==> config.mk <==
export PLATFORM = sky130hd
export DESIGN_NAME = periodic_timer_bank_core
export DESIGN_NICKNAME = d
export VERILOG_FILES = /design/src/rtl/core/ptb_pkg.sv /design/src/rtl/core/ptb_ctrl.sv /design/src/rtl/core/ptb_dpath.sv /design/src/rtl/core/periodic_timer_bank_core.sv
export SDC_FILE = /design/constraint.sdc
export NUM_CORES = 1
export LEC_CHECK = 0
export ABC_AREA = 1
export ABC_CLOCK_PERIOD_IN_PS = 5350
export BUFFER_PORTS_ARGS = -buffer_cell sky130_fd_sc_hd__buf_2
export CAP_MARGIN = 0
export CELL_PAD_IN_SITES_DETAIL_PLACEMENT = 1
export CELL_PAD_IN_SITES_GLOBAL_PLACEMENT = 1
export CORE_AREA = 2 2 324 326
export DETAILED_ROUTE_END_ITERATION = 16
export DIE_AREA = 0 0 326 328
export GPL_ROUTABILITY_DRIVEN = 0
export GPL_TIMING_DRIVEN = 0
export PLACE_DENSITY_LB_ADDON = 0.3
export SYNTH_ARGS = -nofsm -noshare
export SYNTH_HDL_FRONTEND = slang
export SYNTH_SLANG_ARGS = --single-unit
==> constraint.sdc <==
create_clock -name clock -period 5.35 [get_ports clock]
set_clock_uncertainty 0.2 [all_clocks]
set_input_delay 0.8025 -clock clock [delete_from_list [all_inputs] [get_ports clock]]
set_output_delay 0.8025 -clock clock [all_outputs]
set_load 0.02 [all_outputs]
==> src/rtl/core/ptb_pkg.sv <==
// ----------------------------------------------------------------------------
// ptb_pkg
// Shared types and constants for the periodic timer bank.
// ----------------------------------------------------------------------------
package ptb_pkg;

   localparam int MODE_W     = 2;
   localparam int IDX_W      = 4;
   localparam int TICK_W     = 32;
   localparam int CNT_W      = 5;
   localparam int MAX_SCAN   = 16;
   localparam int REQ_DATA_W = 72;
   localparam int RSP_DATA_W = 8;

   localparam int CSR_ADDR_W   = 3;
   localparam int CSR_DATA_W   = 32;
   localparam int CSR_WORD_LSB = 2;
   localparam logic CSR_TIU_WORD = 1'b0;

   localparam logic [MODE_W-1:0] MODE_TICK   = 2'd0;
   localparam logic [MODE_W-1:0] MODE_ARM    = 2'd1;
   localparam logic [MODE_W-1:0] MODE_DISARM = 2'd2;

   typedef struct packed {
      logic start_scan;
      logic cmd_wr;
      logic scan_en;
      logic flush_en;
   } ptb_cmd_type;

   typedef struct packed {
      logic scan_done;
      logic flush_done;
   } ptb_sts_type;

endpackage

==> src/rtl/core/ptb_ctrl.sv <==
// ----------------------------------------------------------------------------
// ptb_ctrl
// Sequencer that accepts commands and walks the datapath through a tick.
// ----------------------------------------------------------------------------
module ptb_ctrl (
   input  logic                     clock,
   input  logic                     reset,
   input  logic                     req_tvalid,
   input  logic [ptb_pkg::MODE_W-1:0] req_mode,
   output logic                     req_tready,
   output ptb_pkg::ptb_cmd_type     cmd,
   input  ptb_pkg::ptb_sts_type     sts
);
   import ptb_pkg::*;

   typedef enum logic [2:0] {
      ST_IDLE  = 3'b001,
      ST_SCAN  = 3'b010,
      ST_FLUSH = 3'b100
   } state_type;

   state_type state_ff;
   state_type state_in;
   logic      accept;

   assign req_tready = (state_ff == ST_IDLE);
   assign accept     = req_tvalid && req_tready;

   always_comb begin
      cmd.start_scan = accept && (req_mode == MODE_TICK);
      cmd.cmd_wr     = accept && (req_mode != MODE_TICK);
      cmd.scan_en    = (state_ff == ST_SCAN);
      cmd.flush_en   = (state_ff == ST_FLUSH);
   end

   always_comb begin
      state_in = state_ff;
      unique case (state_ff)
         ST_IDLE: begin
            if (cmd.start_scan) begin
               state_in = ST_SCAN;
            end
         end
         ST_SCAN: begin
            if (sts.scan_done) begin
               state_in = ST_FLUSH;
            end
         end
         ST_FLUSH: begin
            if (sts.flush_done) begin
               state_in = ST_IDLE;
            end
         end
         default: begin
            state_in = ST_IDLE;
         end
      endcase
   end

   always_ff @(posedge clock) begin
      if (reset) begin
         state_ff <= ST_IDLE;
      end else begin
         state_ff <= state_in;
      end
   end

endmodule

==> src/rtl/core/ptb_dpath.sv <==
// ----------------------------------------------------------------------------
// ptb_dpath
// Timer memories, scan pipeline, pending expiry and result register.
// ----------------------------------------------------------------------------
module ptb_dpath #(
   parameter int NUM_TIMERS = 16
) (
   input  logic                        clock,
   input  logic                        reset,
   input  ptb_pkg::ptb_cmd_type        cmd,
   output ptb_pkg::ptb_sts_type        sts,
   input  logic [ptb_pkg::CNT_W-1:0]   timers_in_use,
   input  logic [ptb_pkg::MODE_W-1:0]  mode,
   input  logic [ptb_pkg::IDX_W-1:0]   timer_index,
   input  logic [ptb_pkg::TICK_W-1:0]  timeout_ticks,
   input  logic [ptb_pkg::TICK_W-1:0]  reload_ticks,
   input  logic                        rsp_ready,
   output logic                        rsp_valid,
   output logic [ptb_pkg::IDX_W-1:0]   rsp_index,
   output logic                        rsp_last
);
   import ptb_pkg::*;

   localparam int AW       = (NUM_TIMERS > 1) ? $clog2(NUM_TIMERS) : 1;
   localparam int SCAN_LIM = (NUM_TIMERS < MAX_SCAN) ? NUM_TIMERS : MAX_SCAN;

   logic [TICK_W-1:0] rem_mem_ff [NUM_TIMERS];
   logic [TICK_W-1:0] rel_mem_ff [NUM_TIMERS];
   logic [NUM_TIMERS-1:0] rem_vld_ff;
   logic [NUM_TIMERS-1:0] rel_vld_ff;

   logic [TICK_W-1:0] rd_rem_ff;
   logic [TICK_W-1:0] rd_rel_ff;
   logic              rd_remv_ff;
   logic              rd_relv_ff;

   logic [CNT_W-1:0] cnt_ff, cnt_in;
   logic             b_vld_ff, b_vld_in;
   logic [IDX_W-1:0] b_idx_ff, b_idx_in;
   logic             pend_vld_ff, pend_vld_in;
   logic [IDX_W-1:0] pend_idx_ff, pend_idx_in;
   logic             out_vld_ff, out_vld_in;
   logic [IDX_W-1:0] out_idx_ff, out_idx_in;
   logic             out_last_ff, out_last_in;

   logic [CNT_W-1:0]  n_active;
   logic [TICK_W-1:0] b_rem;
   logic [TICK_W-1:0] b_rel;
   logic              b_live;
   logic              b_exp;
   logic              out_free;
   logic              stall;
   logic              adv;
   logic              rd_en;
   logic [AW-1:0]     rd_addr;
   logic              idx_ok;
   logic              rem_wr;
   logic              rel_wr;
   logic [AW-1:0]     wr_addr;
   logic [TICK_W-1:0] rem_wdata;

   assign n_active = (timers_in_use > CNT_W'(SCAN_LIM)) ? CNT_W'(SCAN_LIM) : timers_in_use;

   assign b_rem    = rd_remv_ff ? rd_rem_ff : '0;
   assign b_rel    = rd_relv_ff ? rd_rel_ff : '0;
   assign b_live   = b_vld_ff && (b_rem != '0);
   assign b_exp    = b_vld_ff && (b_rem == TICK_W'(1));
   assign out_free = !out_vld_ff || rsp_ready;
   assign stall    = b_exp && pend_vld_ff && !out_free;
   assign adv      = cmd.scan_en && !stall;
   assign rd_en    = adv && (cnt_ff < n_active);
   assign rd_addr  = AW'(cnt_ff);

   assign idx_ok = ({1'b0, timer_index} < n_active);

   always_comb begin
      rem_wr    = 1'b0;
      rel_wr    = 1'b0;
      wr_addr   = AW'(b_idx_ff);
      rem_wdata = b_exp ? b_rel : (b_rem - TICK_W'(1));
      if (cmd.cmd_wr && idx_ok && (mode == MODE_ARM)) begin
         rem_wr    = 1'b1;
         rel_wr    = 1'b1;
         wr_addr   = AW'(timer_index);
         rem_wdata = timeout_ticks;
      end else if (cmd.cmd_wr && idx_ok && (mode == MODE_DISARM)) begin
         rem_wr    = 1'b1;
         wr_addr   = AW'(timer_index);
         rem_wdata = '0;
      end else if (adv && b_live) begin
         rem_wr = 1'b1;
      end
   end

   always_ff @(posedge clock) begin
      if (rem_wr) begin
         rem_mem_ff[wr_addr] <= rem_wdata;
      end
      if (rel_wr) begin
         rel_mem_ff[wr_addr] <= reload_ticks;
      end
      if (rd_en) begin
         rd_rem_ff  <= rem_mem_ff[rd_addr];
         rd_rel_ff  <= rel_mem_ff[rd_addr];
         rd_remv_ff <= rem_vld_ff[rd_addr];
         rd_relv_ff <= rel_vld_ff[rd_addr];
      end
   end

   always_ff @(posedge clock) begin
      if (reset) begin
         rem_vld_ff <= '0;
         rel_vld_ff <= '0;
      end else begin
         if (rem_wr) begin
            rem_vld_ff[wr_addr] <= 1'b1;
         end
         if (rel_wr) begin
            rel_vld_ff[wr_addr] <= 1'b1;
         end
      end
   end

   always_comb begin
      cnt_in      = cnt_ff;
      b_vld_in    = b_vld_ff;
      b_idx_in    = b_idx_ff;
      pend_vld_in = pend_vld_ff;
      pend_idx_in = pend_idx_ff;
      out_vld_in  = out_vld_ff && !rsp_ready;
      out_idx_in  = out_idx_ff;
      out_last_in = out_last_ff;

      if (cmd.start_scan) begin
         cnt_in   = '0;
         b_vld_in = 1'b0;
      end else if (adv) begin
         b_vld_in = rd_en;
         if (rd_en) begin
            cnt_in   = cnt_ff + CNT_W'(1);
            b_idx_in = cnt_ff[IDX_W-1:0];
         end
         if (b_exp) begin
            pend_vld_in = 1'b1;
            pend_idx_in = b_idx_ff;
            if (pend_vld_ff) begin
               out_vld_in  = 1'b1;
               out_idx_in  = pend_idx_ff;
               out_last_in = 1'b0;
            end
         end
      end

      if (cmd.flush_en && pend_vld_ff && out_free) begin
         pend_vld_in = 1'b0;
         out_vld_in  = 1'b1;
         out_idx_in  = pend_idx_ff;
         out_last_in = 1'b1;
      end
   end

   always_ff @(posedge clock) begin
      if (reset) begin
         cnt_ff      <= '0;
         b_vld_ff    <= 1'b0;
         pend_vld_ff <= 1'b0;
         out_vld_ff  <= 1'b0;
      end else begin
         cnt_ff      <= cnt_in;
         b_vld_ff    <= b_vld_in;
         pend_vld_ff <= pend_vld_in;
         out_vld_ff  <= out_vld_in;
      end
   end

   always_ff @(posedge clock) begin
      b_idx_ff    <= b_idx_in;
      pend_idx_ff <= pend_idx_in;
      out_idx_ff  <= out_idx_in;
      out_last_ff <= out_last_in;
   end

   always_comb begin
      sts.scan_done  = (cnt_ff == n_active) && !b_vld_ff;
      sts.flush_done = !pend_vld_ff || out_free;
   end

   assign rsp_valid = out_vld_ff;
   assign rsp_index = out_idx_ff;
   assign rsp_last  = out_last_ff;

endmodule

==> src/rtl/core/periodic_timer_bank_core.sv <==
// Arm, disarm and unused commands complete when accepted; a tick scans the n timers in use
// and then flushes the pending expiry, and result stalls can hold it longer.
// One arm or disarm command per cycle while idle; no command is taken until a tick ends.
// A full result register stalls the scan once a second expiry waits behind it.
// Reset is synchronous and clears all timers, the register and the result channel.
// ----------------------------------------------------------------------------
// periodic_timer_bank_core
// Bank of countdown timers with arm, disarm and tick commands.
// ----------------------------------------------------------------------------
module periodic_timer_bank_core #(
   parameter int NUM_TIMERS = 16
) (
   input  logic                              clock,
   input  logic                              reset,
   input  logic                              req_tvalid,
   output logic                              req_tready,
   // timer_index[3:0], timeout_ticks[35:4], reload_ticks[67:36], zero pad.
   input  logic [ptb_pkg::REQ_DATA_W-1:0]    req_tdata,
   // mode[1:0].
   input  logic [ptb_pkg::MODE_W-1:0]        req_tuser,
   output logic                              rsp_tvalid,
   input  logic                              rsp_tready,
   // expired_index[3:0], zero pad.
   output logic [ptb_pkg::RSP_DATA_W-1:0]    rsp_tdata,
   output logic                              rsp_tlast,
   input  logic                              csr_psel,
   input  logic                              csr_penable,
   input  logic                              csr_pwrite,
   input  logic [ptb_pkg::CSR_ADDR_W-1:0]    csr_paddr,
   input  logic [ptb_pkg::CSR_DATA_W-1:0]    csr_pwdata,
   output logic [ptb_pkg::CSR_DATA_W-1:0]    csr_prdata,
   output logic                              csr_pready
);
   import ptb_pkg::*;

   ptb_cmd_type      cmd;
   ptb_sts_type      sts;
   logic [CNT_W-1:0] tiu_ff, tiu_in;
   logic             csr_hit;
   logic [IDX_W-1:0] rsp_index;

   assign csr_pready = 1'b1;
   assign csr_hit    = (csr_paddr[CSR_WORD_LSB] == CSR_TIU_WORD);

   always_comb begin
      tiu_in = tiu_ff;
      if (csr_psel && csr_penable && csr_pwrite && csr_pready && csr_hit) begin
         tiu_in = csr_pwdata[CNT_W-1:0];
      end
   end

   always_ff @(posedge clock) begin
      if (reset) begin
         tiu_ff <= '0;
      end else begin
         tiu_ff <= tiu_in;
      end
   end

   assign csr_prdata = csr_hit ? {{(CSR_DATA_W-CNT_W){1'b0}}, tiu_ff} : '0;

   ptb_ctrl u_ctrl (
      .clock      (clock),
      .reset      (reset),
      .req_tvalid (req_tvalid),
      .req_mode   (req_tuser),
      .req_tready (req_tready),
      .cmd        (cmd),
      .sts        (sts)
   );

   ptb_dpath #(
      .NUM_TIMERS (NUM_TIMERS)
   ) u_dpath (
      .clock         (clock),
      .reset         (reset),
      .cmd           (cmd),
      .sts           (sts),
      .timers_in_use (tiu_ff),
      .mode          (req_tuser),
      .timer_index   (req_tdata[IDX_W-1:0]),
      .timeout_ticks (req_tdata[IDX_W +: TICK_W]),
      .reload_ticks  (req_tdata[IDX_W+TICK_W +: TICK_W]),
      .rsp_ready     (rsp_tready),
      .rsp_valid     (rsp_tvalid),
      .rsp_index     (rsp_index),
      .rsp_last      (rsp_tlast)
   );

   assign rsp_tdata = {{(RSP_DATA_W-IDX_W){1'b0}}, rsp_index};

endmodule

# Word level (Yosys, flattened, before mapping)
# Memory sizes are Yosys's and may differ from the RTL's. A register that Yosys moved wholly into a read port is not among the register bits.
# Index checks and enable logic that the tools add are counted.
dict set report classes {
  add_sub_neg 2
  n_mul 0
  div_mod_pow 0
  order_cmp 6
  eq_ne 11
  n_shift 0
  mux 37
  n_bitwise 4
  reduce_logical 43
}
# cell count
set ops {}
lappend ops {{2-to-1 mux 32 bit} 5}
lappend ops {{== test 32 x 1 -> 1 bit, second input constant} 1}
lappend ops {{OR 16 bit} 2}
lappend ops {{nonzero test 32 bit} 1}
lappend ops {{subtractor 32 x 1 -> 32 bit, second input constant} 1}
lappend ops {{2-to-1 mux 4 bit} 7}
lappend ops {{logical AND 1 bit} 21}
lappend ops {{2-to-1 mux 1 bit} 16}
lappend ops {{less-than comparator 4 x 5 -> 1 bit, second input constant} 2}
lappend ops {{2-to-1 mux 5 bit} 2}
lappend ops {{2-to-1 mux 3 bit} 3}
lappend ops {{one-hot mux 3 bit (3 select lines)} 1}
lappend ops {{AND reduction 3 bit} 3}
lappend ops {{binary-select mux 1 bit (select 4 bit)} 2}
lappend ops {{AND reduction 4 bit} 2}
lappend ops {{nonzero test 2 bit} 4}
lappend ops {{logical NOT 1 bit} 6}
lappend ops {{inequality test 2 bit, second input constant} 3}
lappend ops {{adder 5 x 1 -> 5 bit, second input constant} 1}
lappend ops {{== test 5 bit} 1}
lappend ops {{greater-than comparator 5 bit, second input constant} 1}
lappend ops {{less-than comparator 4 x 5 -> 1 bit} 1}
lappend ops {{less-than comparator 5 bit} 1}
lappend ops {{demux 1 bit (select 4 bit)} 1}
lappend ops {{12 further kinds} 15}
dict set report totals {
  reg_bits 63
  latch_bits 0
  ramBits 1024
  rom_bits 0
  out_inout_bits 44
  word_cells 119
  memories 2
}
# name depth word_bits read_ports rd_clocked_by_memory_dff wr line
set mem_list {}
lappend mem_list {u_dpath.rel_mem_ff 16 32 1 1 1 ptb_dpath.sv:28} ;# logic [TICK_W-1:0] rel_mem_ff [NUM_TIMERS];
lappend mem_list {u_dpath.rem_mem_ff 16 32 1 1 1 ptb_dpath.sv:27} ;# logic [TICK_W-1:0] rem_mem_ff [NUM_TIMERS];

# Logic depth before layout (Yosys ltp)
# Gate-level depths: netlist of the first run.
dict set report logic_depth {
  depth_word 13
  depth_mapped 17
}

# Cells and area by module
# A second synthesis of the first run with hierarchy kept.
dict set report unflattened {
  cells_unflattened 3699
  area_unflattened_um2 46540.9
}
# module instances cells_each area_per_inst_um2 seq_area_each_um2
set by_module_without_submodules {}
lappend by_module_without_submodules {ptb_dpath 1 3584 45767.6 33912.5}
lappend by_module_without_submodules {periodic_timer_bank_core 1 82 558.0 100.1}
lappend by_module_without_submodules {ptb_ctrl 1 33 215.2 60.1}

# Worst setup path after synthesis of the first run
# No wires, ideal clock.
dict set report synth_timing {
  kind {input to register}
  start {input req_tdata[3] (netlist name)}
  end {memory u_dpath.rel_mem_ff[13][0] (enable)}
  setup_time_ns 0.387
  arrival_time_ns 2.851
  required_time_ns 4.763
  slack_ns 1.912
  stages 12
  path_buffers 1
  path_cell_list {ha_1 > inv_1 > nor2_1 > and3_1 > nand2_1 > nand3_4 > buf_6 > nand2_2 > nand2_4 > nor2_8 > nand3_1 > inv_1}
}
dict set report synth_via {
  elab_chain_len 6
  elab_cells_between_ends 9
  classes_between {order compare: 1; mux: 5; reduce/logical: 3}
}
# element line
set synth_rtl {}
lappend synth_rtl {{from (decl)} periodic_timer_bank_core.sv:18} ;# input logic [ptb_pkg::REQ_DATA_W-1:0] req_tdata,
lappend synth_rtl {{less-than comparator 4 x 5 -> 1 bit} ptb_dpath.sv:74} ;# assign idx_ok = ({1'b0, timer_index} < n_active);
lappend synth_rtl {{logical AND 1 bit} {ptb_dpath.sv:81, ptb_dpath.sv:86}}
lappend synth_rtl {{logical AND 1 bit} ptb_dpath.sv:81} ;# if (cmd.cmd_wr && idx_ok && (mode == MODE_ARM)) begin
lappend synth_rtl {{2-to-1 mux 1 bit} ptb_dpath.sv:81}
lappend synth_rtl {{2-to-1 mux 1 bit} ptb_dpath.sv:99} ;# if (rel_wr) begin
lappend synth_rtl {{2-to-1 mux 1 bit (implied by the code)} ptb_dpath.sv:100} ;# rel_mem_ff[wr_addr] <= reload_ticks;
lappend synth_rtl {{to (decl)} ptb_dpath.sv:28}
# Parallel ways exist; a longest one is shown, timed or not.

# Worst setup path in the final report of the first run
dict set report layout_timing {
  start {register u_dpath.cnt_ff[0]}
  end {register u_dpath.rd_rel_ff[16], read port of u_dpath.rel_mem_ff (enable)}
}
dict set report layout_via {
  elab_chain_len 2
}
# element line
set layout_rtl {}
lappend layout_rtl {{from (decl)} ptb_dpath.sv:37} ;# logic [CNT_W-1:0] cnt_ff, cnt_in;
lappend layout_rtl {{from (signal assigned)} ptb_dpath.sv:169} ;# cnt_ff <= cnt_in;
lappend layout_rtl {{less-than comparator 5 bit} ptb_dpath.sv:71} ;# assign rd_en = adv && (cnt_ff < n_active);
lappend layout_rtl {{logical AND 1 bit} ptb_dpath.sv:71}
lappend layout_rtl {{via u_dpath.rd_en} ptb_dpath.sv:54} ;# logic rd_en;
lappend layout_rtl {{to (decl)} ptb_dpath.sv:33} ;# logic [TICK_W-1:0] rd_rel_ff;
# The timed path passes the listed nets, and every way through them passes these cells.
# A chain may end at the register's enable or synchronous reset.

==> impl_metrics.csv, run 1 <==
group,metric,value,unit
critical_path,r2r_end,"u_dpath.rd_rel_ff[16]",
floorplanning,ioPinCount,160,
critical_path,crit_slowest_cell,"clkbuf_2",
run,maxCapViolCount,0,
synthesis,synthTopCellsByArea,"edfxtp_1 (72%), o21ai_0 (5.9%), nor2_1 (4.5%)",
critical_path,reg2reg_slack,1000,ps
place,dp_hpwl,104000,microns
pwr,power,18.1,mW
clock_tree,cts_buffer_depth,3,
final_layout,area_growth,13.7,%
hold_path,hold_path.startpoint,"csr_pwdata[1]",
sta,hold_violations,0,
critical_path,crit_chain,"buf_2 -> buf_2 -> inv_2 -> clkbuf_2 -> clkbuf_1 -> ha_1 -> o221a_2 -> nand2_4 -> inv_4 -> buf_16",
sta,tightest_slew,1350,ps
final_layout,nFillCells,10500,
critical_path,max_stage_delay,700,ps
drt,drt_wl_total,153000,microns
drt,vias,32100,
critical_path,path_max_fanout,47,
sta,maxSlewHeadroom,9.96,%
clock_tree,cts_setup_buffers,0,
final_layout,final_common_cell,"edfxtp_1",
floorplanning,die_w,326,microns
clock_tree,cts_hold_buf,0,
final_layout,stdcell_count,5395,
hold_path,hp-class,"in2reg",
critical_path,r2r_start,"u_dpath.cnt_ff[0]",
final_layout,drive_above_1_share,10.6,%
global_routing,grt_pass1_wl,220000,microns
place,dp_cells,5177,
clock_tree,post_cts_resized,0,
critical_path,cp_num_buf_inv,7,
drt,via_per_inst,5.96,
floorplanning,rows,118,
final_layout,final_cell_mix,"edfxtp_1 (1102), nor2_1 (558), o21ai_0 (539)",
sta,fmax,230,MHz
pwr,leakage,17.7,nW
clock_tree,path_clk_slew,60,ps
synthesis,synth_area,46300,sq um
critical_path,path_delay_family,"buffers and inverters",
clock_tree,cts_root_buf,"clkbuf_16",
synthesis,synth_top_area_cell,"edfxtp_1",
global_routing,grt_max_degree,48,
synthesis,netlist-cell-type-count,50,
drt,dr.pass1.iters,6,
critical_path,cp_common_cell,"buf_2",
critical_path,required,5520,ps
synthesis,synth_top_area_share,71.5,%
sta,slew_viol_final,0,
global_routing,grtUsageTotal,28.2,%
sta,rsz0062_at_grt,"no",
critical_path,path_class,"reg2reg",
clock_tree,clock-sinks,1151,
sta,min_period_over_period,81.4,%
floorplanning,core,103000,sq um
floorplanning,start_util,44.8,%
status,outcome,"complete, no violations",
clock_tree,clk_latency,720,ps
clock_tree,cts_buffers,117,
sta,period_needed,4350,ps
synthesis,yosysSeqAreaShare,73.7,%
pwr,vdd_drop_max,0.271,mV
hold_path,holdPathStages,3,
drt,drt_iter0_markers,3681,
critical_path,cp-start-kind,"flop",
critical_path,worstPathArrival,4520,ps
global_routing,grt_pass1_vias,32600,
synthesis,synth_cells,3651,
synthesis,synth_seq_cells,1151,
clock_tree,cts_tree,"yes",
drt,ant_nets,0,
critical_path,worstSetupEndpointType,"flop",
synthesis,avgSynthCellArea,12.7,sq um
drt,drc,0,
place,portBuffers,93,
drt,wire_per_inst,28.3,microns
pwr,powerDensity,344,nW/um^2
floorplanning,die_y,328,microns
floorplanning,dieArea,107000,sq um
sta,finalSetupViolations,0,
final_layout,nNetsFinal,4044,
synthesis,yosysWarningCount,0,
critical_path,r2r_cells,10,
global_routing,overflow,0,
global_routing,antenna_found_initial,7,
clock_tree,cts-htree-levels,3,
hold_path,holdPathEnd,"tiu_ff[1]",
## how the worst max path moves through the flow
stage                 startpoint                    endpoint  slack [ps]  depth (start not counted)
5_1_grt                tiu_ff[1]  u_dpath.rel_mem_ff[14][11]         880                         14
2_1_floorplan       req_tdata[3]   u_dpath.rel_mem_ff[13][0]        1910                         12
6_report       u_dpath.cnt_ff[0]       u_dpath.rd_rel_ff[16]        1000                         10
3_5_place_dp        req_tdata[3]   u_dpath.rel_mem_ff[14][7]         990                         11
4_1_cts        u_dpath.cnt_ff[0]       u_dpath.rd_rem_ff[23]        1060                         10
3_3_place_gp   u_dpath.cnt_ff[0]       u_dpath.rd_rel_ff[10]        -300                          9
## synthesized netlist by cell type, drive strengths merged
master and instances:
o221ai 106, and3 1, o22ai 150, a211oi 2, nor4 1, clkinv 3
a31oi 5, nand2 361, nand4 17, dfxtp 49, ha 12, edfxtp 1102
o21bai 1, xor2 9, nand3 184, o211ai 25, o221a 1, buf 77
o31ai 4, conb 2, o21a 1, inv 109, xnor2 8, a211o 1
a21o 2, nor2 578, a21oi 86, nor3 8, o21ai 550, clkbuf 191
a32o 1, or2 3, o311ai 1
## cells by family after synthesis
family | after synthesis | share of synthesized area, %
simple gates | 1153 | 10.5
flops | 1151 | 73.7
compound gates | 936 | 11.6
buf+inv | 380 | 3.52
xor+xnor | 17 | 0.338
fa+ha+maj | 12 | 0.325
other cells | 2 | 0.0162
## worst reg2reg max path: stages (launching register included)
cell and delay (ps):
dfxtp_1 340, buf_2 270, buf_2 400, inv_2 220, clkbuf_2 700, clkbuf_1 550
ha_1 250, o221a_2 250, nand2_4 110, inv_4 330, buf_16 300
## sequential cells by signal, indices dropped and copies added (netlist names), 3 cells and up
signal	cells
u_dpath.b_idx_ff	4
tiu_ff	5
u_dpath.pend_idx_ff	4
u_dpath.rem_mem_ff	512
u_dpath.rd_rel_ff	32
u_dpath.rem_vld_ff	16
u_dpath.rsp_index	4
u_dpath.rel_vld_ff	16
u_dpath.rel_mem_ff	512
u_dpath.rd_rem_ff	32
u_ctrl.state_ff	3
u_dpath.cnt_ff	5
## power by group
group          internal, mW  switching, mW  total [mW]  leakage [nW]
Clock                  4.41           3.48        7.89          1.78
Combinational        0.0821          0.252       0.334          5.56
Sequential             9.84        0.00759        9.85          10.4
Total                  14.3           3.74        18.1          17.7
## through the flow
stage | util, % | cell area, sq um | setup TNS, ps | hold WS, ps | setup WS [ps]
2_1_floorplan | - | 46400 | 0 | 200 | 1910
3_5_place_dp | 47.4 | 49000 | 0 | 206 | 989
4_1_cts | 51.0 | 52600 | 0 | 155 | 1060
5_1_grt | 51.0 | 52600 | 0 | 183 | 880
6_report | 51.0 | 52600 | 0 | 186 | 995
3_3_place_gp | 47.1 | 48600 | -19490 | 220 | -299
## metal layers
metal / track usage, % / share of wire, %
met1: 38.1 / 41
met2: 46.5 / 48
met3: 4.20 / 8.1
met4: 10.2 / 3.6
met5: 0 / 0.0085
## final cells by class
| class | count | area [sq um] | share of cell area, % |
|---|---|---|---|
| repair buffers | 116 | 823 | 1.57 |
| plain buffers | 268 | 1210 | 2.31 |
| clock inverters | 67 | 551 | 1.05 |
| well taps | 1380 | 1730 | 3.28 |
| inverters | 112 | 424 | 0.806 |
| multi-input cells | 2150 | 10700 | 20.3 |
| clock buffers | 149 | 3090 | 5.88 |
| diodes | 2 | 5.00 | 0.00951 |
| flip-flops and latches | 1151 | 34100 | 64.8 |
Note: power is estimated with default switching activity, not from simulation.
==> run 2: changes to the inputs <==
Settings changed: ABC_CLOCK_PERIOD_IN_PS 5350 to 3750.
Clock period 5.35 ns to 3.75 ns, I/O delays scaled along.
==> impl_metrics.csv, run 2 (synthesis gave the netlist of run 1 again) <==
group,metric,value,unit
status,outcome,"complete, no violations",
sta,fmax,272,MHz
clock_tree,cts_buffer_depth,3,
pwr,powerDensity,488,nW/um^2
clock_tree,clock-sinks,1151,
clock_tree,cts_root_buf,"clkbuf_16",
critical_path,required,4070,ps
drt,drc,0,
critical_path,path_max_fanout,10,
drt,drt_iter0_markers,3828,
critical_path,worstPathArrival,4000,ps
global_routing,grt_pass1_wl,220000,microns
clock_tree,cts_buffers,117,
hold_path,hp-class,"in2reg",
sta,tightest_slew,1420,ps
drt,wire_per_inst,28.3,microns
pwr,clock_power_share,43.6,%
floorplanning,die_w,326,microns
floorplanning,core,103000,sq um
critical_path,worstSetupEndpointType,"flop",
clock_tree,cts_tree,"yes",
drt,vias,32400,
sta,slew_viol_final,0,
final_layout,top_regs,"u_dpath.rel_mem_ff x512, u_dpath.rem_mem_ff x512",
floorplanning,start_util,44.8,%
sta,finalSetupViolations,0,
clock_tree,path_clk_slew,60,ps
drt,via_per_inst,5.99,
run,maxCapViolCount,0,
final_layout,final_common_cell,"edfxtp_1",
critical_path,crit_slowest_cell,"clkbuf_1",
drt,dr.pass1.iters,6,
drt,ant_nets,0,
critical_path,path_delay_family,"buffers and inverters",
sta,period_needed,3680,ps
global_routing,grt_pass1_vias,32700,
global_routing,overflow,0,
global_routing,grtUsageTotal,28.2,%
floorplanning,rows,118,
global_routing,grt_max_degree,48,
pwr,combinationalPowerShare,1.9,%
drt,top_layer,"met5",
critical_path,cp_num_buf_inv,5,
final_layout,area_growth,14.4,%
drt,m1WireLength,62100,microns
place,dp_hpwl,104000,microns
final_layout,drive_above_1_share,11.3,%
sta,min_period_over_period,98.1,%
clock_tree,clk_latency,710,ps
critical_path,path_class,"reg2reg",
pwr,intPower,20.5,mW
floorplanning,ioPinCount,160,
final_layout,final_cell_mix,"edfxtp_1 (1102), nor2_1 (558), o21ai_0 (539)",
drt,wl_met2,72700,microns
pwr,power,25.8,mW
final_layout,antenna_cells,0,
critical_path,max_stage_delay,600,ps
drt,wl_met3,12400,microns
final_layout,nNetsFinal,4056,
final_layout,fin_util,51.3,%
pwr,seqPwrFrac,54.5,%
global_routing,antenna_found_initial,8,
floorplanning,die_y,328,microns
clock_tree,cts-htree-levels,3,
floorplanning,dieArea,107000,sq um
sta,maxSlewHeadroom,5.43,%
sta,hold_violations,0,
place,portBuffers,93,
sta,fin_tns_setup,0,ps
critical_path,cp-start-kind,"flop",
place,pre_cts_ws,-520,ps
sta,setup_slack,69.8,ps
critical_path,crit_chain,"buf_2 -> buf_4 -> buf_2 -> buf_4 -> clkbuf_1 -> nor2_1 -> o22ai_1 -> nand2_1 -> nand3_1",
pwr,vdd_drop_max,0.386,mV
pwr,switchingPower,5.33,mW
pwr,p_sw_share,20.7,%
drt,drt_wl_total,153000,microns
pwr,leakage,17.8,nW
run 2: cell types whose count changed in the layout (fill, tap and decap cells not counted), sizes merged:
cell         delta
clkbuf          -1
diode           -2
dlygate4sd3    +13
run 2: path summary, 6_finish.rpt:
check / from / endpoint / slack (ps) / depth (start not counted)
setup / recovery: u_dpath.cnt_ff[0] / u_dpath.rd_rel_ff[7] / 70 / 9
hold / removal: req_tdata[65] / u_dpath.rel_mem_ff[9][29] / 40 / 1
setup reg to reg: u_dpath.cnt_ff[0] / u_dpath.rd_rel_ff[7] / 70 / 9
hold reg to reg: u_dpath.pend_idx_ff[1] / u_dpath.rsp_index[1] / 220 / 0
run 2: worst reg2reg max path, cell delays in order (launching register included):
cell      delay (ps)
dfxtp_1          390
buf_2            390
buf_4            430
buf_2            340
buf_4            510
clkbuf_1         610
nor2_1           120
o22ai_1          150
nand2_1          110
nand3_1          250
run 2: power by group through the flow:
stage | Combinational [mW] | Clock, mW | Sequential, mW
global placement | 0.440 | 0 | 14.3
floorplan | 0.217 | 0 | 14.3
global route | 0.526 | 11.8 | 14.1
CTS | 0.481 | 11.3 | 14.1
finish | 0.494 | 11.3 | 14.1
detailed placement | 0.466 | 0 | 14.3
run 2: routing by layer:
metal	vias up	track usage, %
met1	16600	38.3
met5	-	0
li1	14000	-
met2	1523	46.2
met3	290	4.33
met4	4	10.3
run 2: cell type report:
cell class	count	area [sq um]
Fill cell	10500	50300
Clock buffer	149	3090
Clock inverter	67	551
Inverter	112	517
Timing Repair Buffer	129	953
Buffer	267	1230
Multi-Input combinational cell	2150	10800
Sequential cell	1151	34100
Tap cell	1380	1730
run 2: repair_timing:
item                       in CTS  in global routing
hold endpoints to repair       76                  0
hold buffers                   13                  0
gates cloned                    0                  0
setup buffers                   0                  0
setup endpoints to repair     893               1090
resized for setup              35                 46
run 2: metrics by stage:
step                hold slack, ps  area (sq um)  cells
finish                        43.0         52900   5405
global placement               220         48600   5154
global route                  24.7         52900   5405
CTS                           2.06         52800   5405
detailed placement             206         49000   5177
floorplan                      200         46400   3681
